[src/sv/bbn_pkg.sv]
// ----------------------------------------------------------------------------
// bbn_pkg
// shared types and constants of the bounding box normalizer
// ----------------------------------------------------------------------------
package bbn_pkg;

  localparam int SPAN_BITS  = 23;
  localparam int SCALE_BITS = 32;
  localparam int SCALE_FRAC = 16;
  localparam int NUM_BITS   = SPAN_BITS + SCALE_FRAC;
  localparam int AXES       = 3;

  localparam logic [SPAN_BITS-1:0] SPAN_RESET = 23'd163840;

  typedef struct packed {
    logic       take;
    logic       start;
    logic       ext_en;
    logic       sq_en;
    logic [1:0] sq_sel;
    logic       acc_en;
    logic       rt_en;
    logic       dv_en;
    logic       out_load;
  } bbn_cmd_t;

  typedef struct packed {
    logic diag_zero;
  } bbn_sts_t;

endpackage

[src/sv/bbn_if.sv]
// ----------------------------------------------------------------------------
// bbn interfaces
// vertex and result channels with valid/ready handshake
// ----------------------------------------------------------------------------
interface bbn_vertex_if #(
  parameter int COORD_BITS = 24
);
  logic                         valid;
  logic                         ready;
  logic signed [COORD_BITS-1:0] vertex_x;
  logic signed [COORD_BITS-1:0] vertex_y;
  logic signed [COORD_BITS-1:0] vertex_z;
  logic                         last_vertex;

  modport source (output valid, vertex_x, vertex_y, vertex_z, last_vertex, input ready);
  modport sink   (input valid, vertex_x, vertex_y, vertex_z, last_vertex, output ready);
endinterface

interface bbn_result_if #(
  parameter int COORD_BITS = 24
);
  logic                         valid;
  logic                         ready;
  logic signed [COORD_BITS-1:0] low_x;
  logic signed [COORD_BITS-1:0] low_y;
  logic signed [COORD_BITS-1:0] low_z;
  logic signed [COORD_BITS-1:0] high_x;
  logic signed [COORD_BITS-1:0] high_y;
  logic signed [COORD_BITS-1:0] high_z;
  logic signed [COORD_BITS-1:0] center_x;
  logic signed [COORD_BITS-1:0] center_y;
  logic signed [COORD_BITS-1:0] center_z;
  logic        [COORD_BITS:0]   diagonal;
  logic        [31:0]           scale_factor;
  logic                         degenerate;

  modport source (output valid, low_x, low_y, low_z, high_x, high_y, high_z,
                  center_x, center_y, center_z, diagonal, scale_factor, degenerate,
                  input ready);
  modport sink   (input valid, low_x, low_y, low_z, high_x, high_y, high_z,
                  center_x, center_y, center_z, diagonal, scale_factor, degenerate,
                  output ready);
endinterface

[src/sv/bbn_ctrl.sv]
// ----------------------------------------------------------------------------
// bbn_ctrl
// sequencer for box capture, squaring, square root, division and output
// ----------------------------------------------------------------------------
module bbn_ctrl #(
  parameter int COORD_BITS = 24
) (
  input  logic              clk,
  input  logic              rst,
  input  logic              in_valid,
  input  logic              in_last,
  output logic              in_ready,
  output logic              out_valid,
  input  logic              out_ready,
  input  bbn_pkg::bbn_sts_t sts,
  output bbn_pkg::bbn_cmd_t cmd
);
  import bbn_pkg::*;

  localparam int ROOT_W = COORD_BITS + 1;
  localparam int STEPS  = (NUM_BITS > ROOT_W) ? NUM_BITS : ROOT_W;
  localparam int CNT_W  = $clog2(STEPS);

  localparam logic [2:0] S_IDLE = 3'd0;
  localparam logic [2:0] S_EXT  = 3'd1;
  localparam logic [2:0] S_SQ   = 3'd2;
  localparam logic [2:0] S_ROOT = 3'd3;
  localparam logic [2:0] S_DIV  = 3'd4;
  localparam logic [2:0] S_DONE = 3'd5;

  logic [2:0]       state, state_next;
  logic [CNT_W-1:0] cnt, cnt_next;
  logic             out_valid_next;

  assign in_ready = (state == S_IDLE);

  always_comb begin
    state_next     = state;
    cnt_next       = cnt;
    out_valid_next = out_valid & ~out_ready;
    cmd            = '0;
    unique case (state)
      S_IDLE: begin
        cmd.take = in_valid;
        if (in_valid && in_last) begin
          cmd.start  = 1'b1;
          state_next = S_EXT;
        end
      end
      S_EXT: begin
        cmd.ext_en = 1'b1;
        cnt_next   = '0;
        state_next = S_SQ;
      end
      S_SQ: begin
        cmd.sq_en  = (cnt < CNT_W'(AXES));
        cmd.sq_sel = cnt[1:0];
        cmd.acc_en = (cnt != '0);
        cnt_next   = cnt + 1'b1;
        if (cnt == CNT_W'(AXES)) begin
          cnt_next   = '0;
          state_next = S_ROOT;
        end
      end
      S_ROOT: begin
        cmd.rt_en = 1'b1;
        cnt_next  = cnt + 1'b1;
        if (cnt == CNT_W'(ROOT_W - 1)) begin
          cnt_next   = '0;
          state_next = S_DIV;
        end
      end
      S_DIV: begin
        if (sts.diag_zero) begin
          state_next = S_DONE;
        end else begin
          cmd.dv_en = 1'b1;
          cnt_next  = cnt + 1'b1;
          if (cnt == CNT_W'(NUM_BITS - 1)) begin
            cnt_next   = '0;
            state_next = S_DONE;
          end
        end
      end
      S_DONE: begin
        if (!out_valid || out_ready) begin
          cmd.out_load   = 1'b1;
          out_valid_next = 1'b1;
          state_next     = S_IDLE;
        end
      end
      default: begin
        state_next = S_IDLE;
      end
    endcase
  end

  always_ff @(posedge clk) begin
    if (rst) begin
      state     <= S_IDLE;
      cnt       <= '0;
      out_valid <= 1'b0;
    end else begin
      state     <= state_next;
      cnt       <= cnt_next;
      out_valid <= out_valid_next;
    end
  end

endmodule

[src/sv/bbn_datapath.sv]
// ----------------------------------------------------------------------------
// bbn_datapath
// running box, extents, sum of squares, bit-serial root and divider
// ----------------------------------------------------------------------------
module bbn_datapath #(
  parameter int COORD_BITS = 24
) (
  input  logic                                clk,
  input  logic                                rst,
  input  logic                                cfg_write_en,
  input  logic [bbn_pkg::SPAN_BITS-1:0]       cfg_write_data,
  input  logic signed [COORD_BITS-1:0]        vertex_x,
  input  logic signed [COORD_BITS-1:0]        vertex_y,
  input  logic signed [COORD_BITS-1:0]        vertex_z,
  input  bbn_pkg::bbn_cmd_t                   cmd,
  output bbn_pkg::bbn_sts_t                   sts,
  output logic signed [COORD_BITS-1:0]        low_x,
  output logic signed [COORD_BITS-1:0]        low_y,
  output logic signed [COORD_BITS-1:0]        low_z,
  output logic signed [COORD_BITS-1:0]        high_x,
  output logic signed [COORD_BITS-1:0]        high_y,
  output logic signed [COORD_BITS-1:0]        high_z,
  output logic signed [COORD_BITS-1:0]        center_x,
  output logic signed [COORD_BITS-1:0]        center_y,
  output logic signed [COORD_BITS-1:0]        center_z,
  output logic [COORD_BITS:0]                 diagonal,
  output logic [bbn_pkg::SCALE_BITS-1:0]      scale_factor,
  output logic                                degenerate
);
  import bbn_pkg::*;

  localparam int ROOT_W = COORD_BITS + 1;
  localparam int SUM_W  = 2 * ROOT_W;
  localparam int PROD_W = 2 * COORD_BITS;
  localparam int REM_W  = ROOT_W + 1;

  localparam logic signed [COORD_BITS-1:0] MAXV = {1'b0, {(COORD_BITS-1){1'b1}}};
  localparam logic signed [COORD_BITS-1:0] MINV = {1'b1, {(COORD_BITS-1){1'b0}}};

  logic [SPAN_BITS-1:0] span;

  logic signed [COORD_BITS-1:0] vtx      [AXES];
  logic signed [COORD_BITS-1:0] run_min  [AXES];
  logic signed [COORD_BITS-1:0] run_max  [AXES];
  logic signed [COORD_BITS-1:0] min_next [AXES];
  logic signed [COORD_BITS-1:0] max_next [AXES];
  logic signed [COORD_BITS-1:0] box_lo   [AXES];
  logic signed [COORD_BITS-1:0] box_hi   [AXES];
  logic        [COORD_BITS-1:0] ext      [AXES];
  logic signed [COORD_BITS:0]   mid_sum  [AXES];

  logic [PROD_W-1:0]   prod;
  logic [SUM_W-1:0]    acc;
  logic [ROOT_W-1:0]   root;
  logic [REM_W-1:0]    rem;
  logic [REM_W+1:0]    rem_sh;
  logic [REM_W+1:0]    trial;
  logic [NUM_BITS-1:0] dvd;
  logic [ROOT_W-1:0]   drem;
  logic [ROOT_W:0]     dv_sh;
  logic                overflow;

  assign vtx[0] = vertex_x;
  assign vtx[1] = vertex_y;
  assign vtx[2] = vertex_z;

  always_comb begin
    for (int a = 0; a < AXES; a++) begin
      min_next[a] = (vtx[a] < run_min[a]) ? vtx[a] : run_min[a];
      max_next[a] = (vtx[a] > run_max[a]) ? vtx[a] : run_max[a];
      mid_sum[a]  = {box_lo[a][COORD_BITS-1], box_lo[a]} + {box_hi[a][COORD_BITS-1], box_hi[a]};
    end
  end

  assign rem_sh   = {rem, acc[SUM_W-1 -: 2]};
  assign trial    = {1'b0, root, 2'b01};
  assign dv_sh    = {drem, dvd[NUM_BITS-1]};
  assign overflow = |dvd[NUM_BITS-1:SCALE_BITS];
  assign sts.diag_zero = (root == '0);

  always_ff @(posedge clk) begin
    if (rst) begin
      span <= SPAN_RESET;
    end else if (cfg_write_en) begin
      span <= cfg_write_data;
    end
  end

  // running extremes, reset after the last vertex of a model
  always_ff @(posedge clk) begin
    if (rst) begin
      for (int a = 0; a < AXES; a++) begin
        run_min[a] <= MAXV;
        run_max[a] <= MINV;
      end
    end else if (cmd.take) begin
      for (int a = 0; a < AXES; a++) begin
        run_min[a] <= cmd.start ? MAXV : min_next[a];
        run_max[a] <= cmd.start ? MINV : max_next[a];
      end
    end
  end

  always_ff @(posedge clk) begin
    if (cmd.start) begin
      for (int a = 0; a < AXES; a++) begin
        box_lo[a] <= min_next[a];
        box_hi[a] <= max_next[a];
      end
      acc  <= '0;
      root <= '0;
      rem  <= '0;
      drem <= '0;
      dvd  <= {span, {SCALE_FRAC{1'b0}}};
    end
    if (cmd.ext_en) begin
      for (int a = 0; a < AXES; a++) begin
        ext[a] <= box_hi[a] - box_lo[a];
      end
    end
    if (cmd.sq_en) begin
      prod <= ext[cmd.sq_sel] * ext[cmd.sq_sel];
    end
    if (cmd.acc_en) begin
      acc <= acc + SUM_W'(prod);
    end
    // one root bit per cycle
    if (cmd.rt_en) begin
      acc <= {acc[SUM_W-3:0], 2'b00};
      if (rem_sh >= trial) begin
        rem  <= REM_W'(rem_sh - trial);
        root <= {root[ROOT_W-2:0], 1'b1};
      end else begin
        rem  <= rem_sh[REM_W-1:0];
        root <= {root[ROOT_W-2:0], 1'b0};
      end
    end
    // restoring division, quotient shifts into the dividend register
    if (cmd.dv_en) begin
      if (dv_sh >= {1'b0, root}) begin
        drem <= ROOT_W'(dv_sh - {1'b0, root});
        dvd  <= {dvd[NUM_BITS-2:0], 1'b1};
      end else begin
        drem <= dv_sh[ROOT_W-1:0];
        dvd  <= {dvd[NUM_BITS-2:0], 1'b0};
      end
    end
  end

  always_ff @(posedge clk) begin
    if (cmd.out_load) begin
      low_x    <= box_lo[0];
      low_y    <= box_lo[1];
      low_z    <= box_lo[2];
      high_x   <= box_hi[0];
      high_y   <= box_hi[1];
      high_z   <= box_hi[2];
      center_x <= mid_sum[0][COORD_BITS:1];
      center_y <= mid_sum[1][COORD_BITS:1];
      center_z <= mid_sum[2][COORD_BITS:1];
      diagonal <= root;
      if (sts.diag_zero || overflow) begin
        scale_factor <= '1;
        degenerate   <= 1'b1;
      end else begin
        scale_factor <= dvd[SCALE_BITS-1:0];
        degenerate   <= 1'b0;
      end
    end
  end

endmodule

[src/sv/bounding_box_normalizer.sv]
// ----------------------------------------------------------------------------
// bounding_box_normalizer
// axis-aligned bounding box, centroid, diagonal and uniform scale of a model
// ----------------------------------------------------------------------------
// vertices without the last mark transfer one per cycle while idle
// after the last vertex the extents and their sum of squares are formed,
// then the bit-serial square root and divider run (one bit a cycle)
// a zero diagonal skips the divider; the result sits in an output register
// rst is synchronous: box returns to its extremes, span to 2.5
module bounding_box_normalizer #(
  parameter int COORD_BITS = 24
) (
  input  logic                          clk,
  input  logic                          rst,
  input  logic                          cfg_write_en,
  input  logic [bbn_pkg::SPAN_BITS-1:0] cfg_write_data,
  bbn_vertex_if.sink                    vertex,
  bbn_result_if.source                  result
);
  import bbn_pkg::*;

  bbn_cmd_t cmd;
  bbn_sts_t sts;

  bbn_ctrl #(
    .COORD_BITS (COORD_BITS)
  ) u_ctrl (
    .clk       (clk),
    .rst       (rst),
    .in_valid  (vertex.valid),
    .in_last   (vertex.last_vertex),
    .in_ready  (vertex.ready),
    .out_valid (result.valid),
    .out_ready (result.ready),
    .sts       (sts),
    .cmd       (cmd)
  );

  bbn_datapath #(
    .COORD_BITS (COORD_BITS)
  ) u_datapath (
    .clk            (clk),
    .rst            (rst),
    .cfg_write_en   (cfg_write_en),
    .cfg_write_data (cfg_write_data),
    .vertex_x       (vertex.vertex_x),
    .vertex_y       (vertex.vertex_y),
    .vertex_z       (vertex.vertex_z),
    .cmd            (cmd),
    .sts            (sts),
    .low_x          (result.low_x),
    .low_y          (result.low_y),
    .low_z          (result.low_z),
    .high_x         (result.high_x),
    .high_y         (result.high_y),
    .high_z         (result.high_z),
    .center_x       (result.center_x),
    .center_y       (result.center_y),
    .center_z       (result.center_z),
    .diagonal       (result.diagonal),
    .scale_factor   (result.scale_factor),
    .degenerate     (result.degenerate)
  );

endmodule

[src/flat_wrapper.sv]
// flat-port wrapper written by rule: the top's interface ports become plain ports
module bounding_box_normalizer_flat import bbn_pkg::*;
#(
  parameter int COORD_BITS = 24
)
  (clk, rst, cfg_write_en, cfg_write_data, vertex_valid, vertex_vertex_x, vertex_vertex_y, vertex_vertex_z, vertex_last_vertex, vertex_ready, result_valid, result_low_x, result_low_y, result_low_z, result_high_x, result_high_y, result_high_z, result_center_x, result_center_y, result_center_z, result_diagonal, result_scale_factor, result_degenerate, result_ready);
  bbn_vertex_if #(.COORD_BITS(COORD_BITS)) vertex_i ();
  bbn_result_if #(.COORD_BITS(COORD_BITS)) result_i ();
  input  logic clk;
  input  logic rst;
  input  logic cfg_write_en;
  input  logic [bbn_pkg::SPAN_BITS-1:0] cfg_write_data;
  input wire logic [$bits(vertex_i.valid)-1:0] vertex_valid;
  input wire logic [$bits(vertex_i.vertex_x)-1:0] vertex_vertex_x;
  input wire logic [$bits(vertex_i.vertex_y)-1:0] vertex_vertex_y;
  input wire logic [$bits(vertex_i.vertex_z)-1:0] vertex_vertex_z;
  input wire logic [$bits(vertex_i.last_vertex)-1:0] vertex_last_vertex;
  output wire logic [$bits(vertex_i.ready)-1:0] vertex_ready;
  output wire logic [$bits(result_i.valid)-1:0] result_valid;
  output wire logic [$bits(result_i.low_x)-1:0] result_low_x;
  output wire logic [$bits(result_i.low_y)-1:0] result_low_y;
  output wire logic [$bits(result_i.low_z)-1:0] result_low_z;
  output wire logic [$bits(result_i.high_x)-1:0] result_high_x;
  output wire logic [$bits(result_i.high_y)-1:0] result_high_y;
  output wire logic [$bits(result_i.high_z)-1:0] result_high_z;
  output wire logic [$bits(result_i.center_x)-1:0] result_center_x;
  output wire logic [$bits(result_i.center_y)-1:0] result_center_y;
  output wire logic [$bits(result_i.center_z)-1:0] result_center_z;
  output wire logic [$bits(result_i.diagonal)-1:0] result_diagonal;
  output wire logic [$bits(result_i.scale_factor)-1:0] result_scale_factor;
  output wire logic [$bits(result_i.degenerate)-1:0] result_degenerate;
  input wire logic [$bits(result_i.ready)-1:0] result_ready;
  assign vertex_i.valid = vertex_valid;
  assign vertex_i.vertex_x = vertex_vertex_x;
  assign vertex_i.vertex_y = vertex_vertex_y;
  assign vertex_i.vertex_z = vertex_vertex_z;
  assign vertex_i.last_vertex = vertex_last_vertex;
  assign vertex_ready = vertex_i.ready;
  assign result_valid = result_i.valid;
  assign result_low_x = result_i.low_x;
  assign result_low_y = result_i.low_y;
  assign result_low_z = result_i.low_z;
  assign result_high_x = result_i.high_x;
  assign result_high_y = result_i.high_y;
  assign result_high_z = result_i.high_z;
  assign result_center_x = result_i.center_x;
  assign result_center_y = result_i.center_y;
  assign result_center_z = result_i.center_z;
  assign result_diagonal = result_i.diagonal;
  assign result_scale_factor = result_i.scale_factor;
  assign result_degenerate = result_i.degenerate;
  assign result_i.ready = result_ready;
  bounding_box_normalizer #(.COORD_BITS(COORD_BITS)) u_core (.clk(clk), .rst(rst), .cfg_write_en(cfg_write_en), .cfg_write_data(cfg_write_data), .vertex(vertex_i), .result(result_i));
endmodule
[config.mk]
export PLATFORM = sky130hd
export DESIGN_NAME = bounding_box_normalizer_flat
export DESIGN_NICKNAME = d
export VERILOG_FILES = /design/src/sv/bbn_pkg.sv /design/src/sv/bbn_if.sv /design/src/sv/bbn_ctrl.sv /design/src/sv/bbn_datapath.sv /design/src/sv/bounding_box_normalizer.sv /design/src/flat_wrapper.sv
export SDC_FILE = /design/constraint.sdc
export NUM_CORES = 2
export LEC_CHECK = 0
export BUFFER_PORTS_ARGS = -buffer_cell sky130_fd_sc_hd__buf_2
export CELL_PAD_IN_SITES_DETAIL_PLACEMENT = 1
export CELL_PAD_IN_SITES_GLOBAL_PLACEMENT = 2
export CORE_UTILIZATION = 42
export DETAILED_ROUTE_END_ITERATION = 7
export PLACE_DENSITY = 0.93
export SLEW_MARGIN = 5
export SYNTH_ARGS = -nofsm -noshare
export SYNTH_HDL_FRONTEND = slang
export SYNTH_HIERARCHICAL = 1
export SYNTH_SLANG_ARGS = --single-unit
[constraint.sdc]
create_clock -name clk -period 19.7 [get_ports clk]
set_clock_uncertainty 0.15 [all_clocks]
set_input_delay 0.985 -clock clk [delete_from_list [all_inputs] [get_ports clk]]
set_output_delay 0.985 -clock clk [all_outputs]
set_load 0.05 [all_outputs]
==> results.toml <==
[timing]
worstMarginPinSlew_ns = 1.19
drv_slew = 0
fmax_ghz = 0.0959
setup_violations = 0
fin_crit_ns = 10.43
hold_viol = 0
tns_ns = 0
layout_setup_ws_ns = 9.27
rsz0062_at_grt = "false"
max_slew_margin_pct = 20.6
min_period_over_period_pct = 52.9

[min_path]
hold_class = "input pin to register"
hold_end = "u_core/u_datapath/span[15]$_SDFFE_PP1P_"
worstHoldStart = "cfg_write_data[15]"
worstHoldPathCells = 2

[synth]
syn_area_mm2 = 0.0644
netlist_top_cells_count = "inv_1, edfxtp_1, ha_1, fa_1, nand2_1"
synth_area_leaders = "edfxtp_1, fa_1, ha_1"
synth_area_leader_cell = "edfxtp_1"
syn_inst = 6000
synth.most_common_cell = "inv_1"
ys_types = 96
synth-seq-cells = 879
ys_seq_area_share_pct = 40.4
synth-async-reset-ratio_pct = 0
synth.avg_cell_area_um2 = 10.7
synth_ff_type = "edfxtp_1"
synth_edf_count = 844
synth_top_area_share_pct = 39.3
yosys_warnings = 6
synth_nets = 7085

[clocking]
cts_setup_buffers = 0
cts.clk_slew.worst_paths_ns = 0.06
clkSinkCount = 879
cts_tree = "done"
htree_levels = 3
clk_path_buf_depth = 3
clock_latency_ns = 0.75
cts-root-buf = "clkbuf_16"
cts_resized = 0
cts_hold_buf = 0
cts_buffers = 100

[placement]
gp_congestion = 0.914
place_worst_setup_slack_ns = 9.37
hpwlAfterDp_mm = 145
port_buffers = 376

[routing]
vias = 46500
drtIter0Drc = 2947
dr.pass1.iters = 6
ant_nets = 0
route.detailed.drc = 0
wl_per_cell_um = 22.8
vias_per_cell = 5.50
wl_mm = 193

[die]
start_util_pct = 42.4
die_y_um = 394
design.die.area_mm2 = 0.155
core_area_mm2 = 0.152
die_x_um = 394
ios = 377
rows = 143

[setup_path]
timing.rr.start = "u_core/u_ctrl/state[1]$_SDFFE_PP0P_"
worstSetupStartpointType = "register"
cp-end-kind = "register"
regToRegEndpoint = "u_core/u_datapath/prod[43]$_DFFE_PP_"
crit_type = "register to register"
cp_top_family = "adder cells"
cp_data_required_time_ns = 20.03
worstPathMaxFanout = 53
reg2reg_depth = 30
cp_num_cells = 30
worstPathArrival_ns = 10.76
cp_num_buf_inv = 8
r2r_setup_slack_ns = 9.27
cp_slowest_stage_delay_ns = 0.84
crit_slowest_cell = "and2_2"

[global_routing]
grt_pass1_vias = 50400
antenna_found_initial = 7
grt_max_degree = 164
grt_pass1_wl_mm = 298
track_usage_pct = 24.5
overflow = 0

[job]
drv_cap = 0

[final_layout]
area_growth_pct = 11.3
nets = 7406
drive_gt1_share_pct = 12.1

[status]
status = "completed"
## worst max path at each step
| stage | from | endpoint | slack [ns] |
|---|---|---|---|
| finish | u_core/u_ctrl/state[1]$_SDFFE_PP0P_ | u_core/u_datapath/prod[43]$_DFFE_PP_ | 9.27 |
| global placement | u_core/u_ctrl/state[1]$_SDFFE_PP0P_ | u_core/u_datapath/prod[47]$_DFFE_PP_ | 9.79 |
| CTS | u_core/u_ctrl/state[1]$_SDFFE_PP0P_ | u_core/u_datapath/prod[43]$_DFFE_PP_ | 9.35 |
| global route | u_core/u_ctrl/state[1]$_SDFFE_PP0P_ | u_core/u_datapath/prod[43]$_DFFE_PP_ | 8.80 |
| floorplan | result_ready | u_core/u_datapath/center_x[0]$_DFFE_PP_ | 5.52 |
| detailed placement | u_core/u_ctrl/state[1]$_SDFFE_PP0P_ | u_core/u_datapath/prod[43]$_DFFE_PP_ | 9.37 |
## metal layers
metal,vias up,GRT usage (%),routed length (um)
met3,330,3.10,9080
met5,-,0,0
li1,21300,-,-
met1,23700,32.0,82600
met4,0,9.82,7750
met2,1197,41.2,93000
## cell families (layout without fill, tap and decap cells)
logic type / Yosys count / count (layout) / synth area share (%)
AND/OR/NAND/NOR: 1414 / 1414 / 10.4
XOR/XNOR: 234 / 234 / 3.18
other: 0 / 7 / 0
flip-flops: 879 / 879 / 40.4
AO/OA/AOI/OAI: 1095 / 1095 / 11.2
adder cells (fa/ha/maj): 984 / 984 / 24.1
buffers and inverters: 1178 / 1583 / 7.04
multiplexers: 216 / 216 / 3.59
## cell type report
class	instances	area (um^2)
repair buffers	419	2230
clock buffers	124	2680
diodes	7	17.5
well taps	2030	2540
clock inverters	62	619
inverters	978	3670
multi-input cells	3943	33900
flip-flops and latches	879	26000
fillers	16800	80400
## layout by cell type (no fill, tap or decap), types with 22 or more instances in the layout
| master | Yosys | routed |
|---|---|---|
| o21ai_0 | 222 | 220 |
| o22ai_1 | 30 | 30 |
| ha_1 | 554 | 554 |
| a21o_1 | 130 | 130 |
| clkinv_1 | 6 | 28 |
| nor3_1 | 78 | 78 |
| nor2b_1 | 52 | 51 |
| nand3_1 | 75 | 75 |
| or2_2 | 44 | 43 |
| a211oi_1 | 31 | 30 |
| mux2_2 | 120 | 120 |
| dfxtp_1 | 35 | 35 |
| buf_4 | 3 | 41 |
| a31oi_1 | 32 | 32 |
| nand2_1 | 419 | 419 |
| nand4_1 | 45 | 45 |
| nand2b_1 | 84 | 84 |
| inv_1 | 970 | 969 |
| or3_1 | 22 | 22 |
| edfxtp_1 | 844 | 844 |
| xor2_1 | 68 | 68 |
| nor2_1 | 409 | 406 |
| xnor2_1 | 166 | 166 |
| o221ai_1 | 23 | 23 |
| o211ai_1 | 22 | 22 |
| o21bai_1 | 34 | 34 |
| and3_1 | 37 | 35 |
| o31ai_1 | 48 | 48 |
| fa_1 | 430 | 430 |
| o311ai_0 | 28 | 28 |
| and2_1 | 81 | 80 |
| buf_2 | 21 | 376 |
| mux2i_1 | 96 | 96 |
| o21a_1 | 58 | 58 |
| clkbuf_16 | 0 | 103 |
| a21oi_1 | 272 | 271 |
## through the flow
step | hold slack [ns] | cell area (um^2) | instances | utilization [%]
after floorplan | 0.281 | 64400 | 6000 | -
after global placement | 0.305 | 68400 | 8249 | 45.0
after detailed placement | 0.318 | 68400 | 8249 | 45.0
after CTS | 0.243 | 71700 | 8435 | 47.1
after global routing | 0.268 | 71700 | 8442 | 47.2
final | 0.296 | 71700 | 8442 | 47.2
## state kept, by name (all words and copies together) (netlist names), 39 cells and up
signal and cells:
u_core/u_datapath/run_min 72, u_core/u_datapath/box_lo 72, u_core/u_datapath/dvd 39, u_core/u_datapath/ext 72
u_core/u_datapath/prod 47, u_core/u_datapath/box_hi 72, u_core/u_datapath/acc 50, u_core/u_datapath/run_max 72
Power is not shown: default switching activity piles up to over one toggle a cycle in this logic, so the estimate is an artifact.
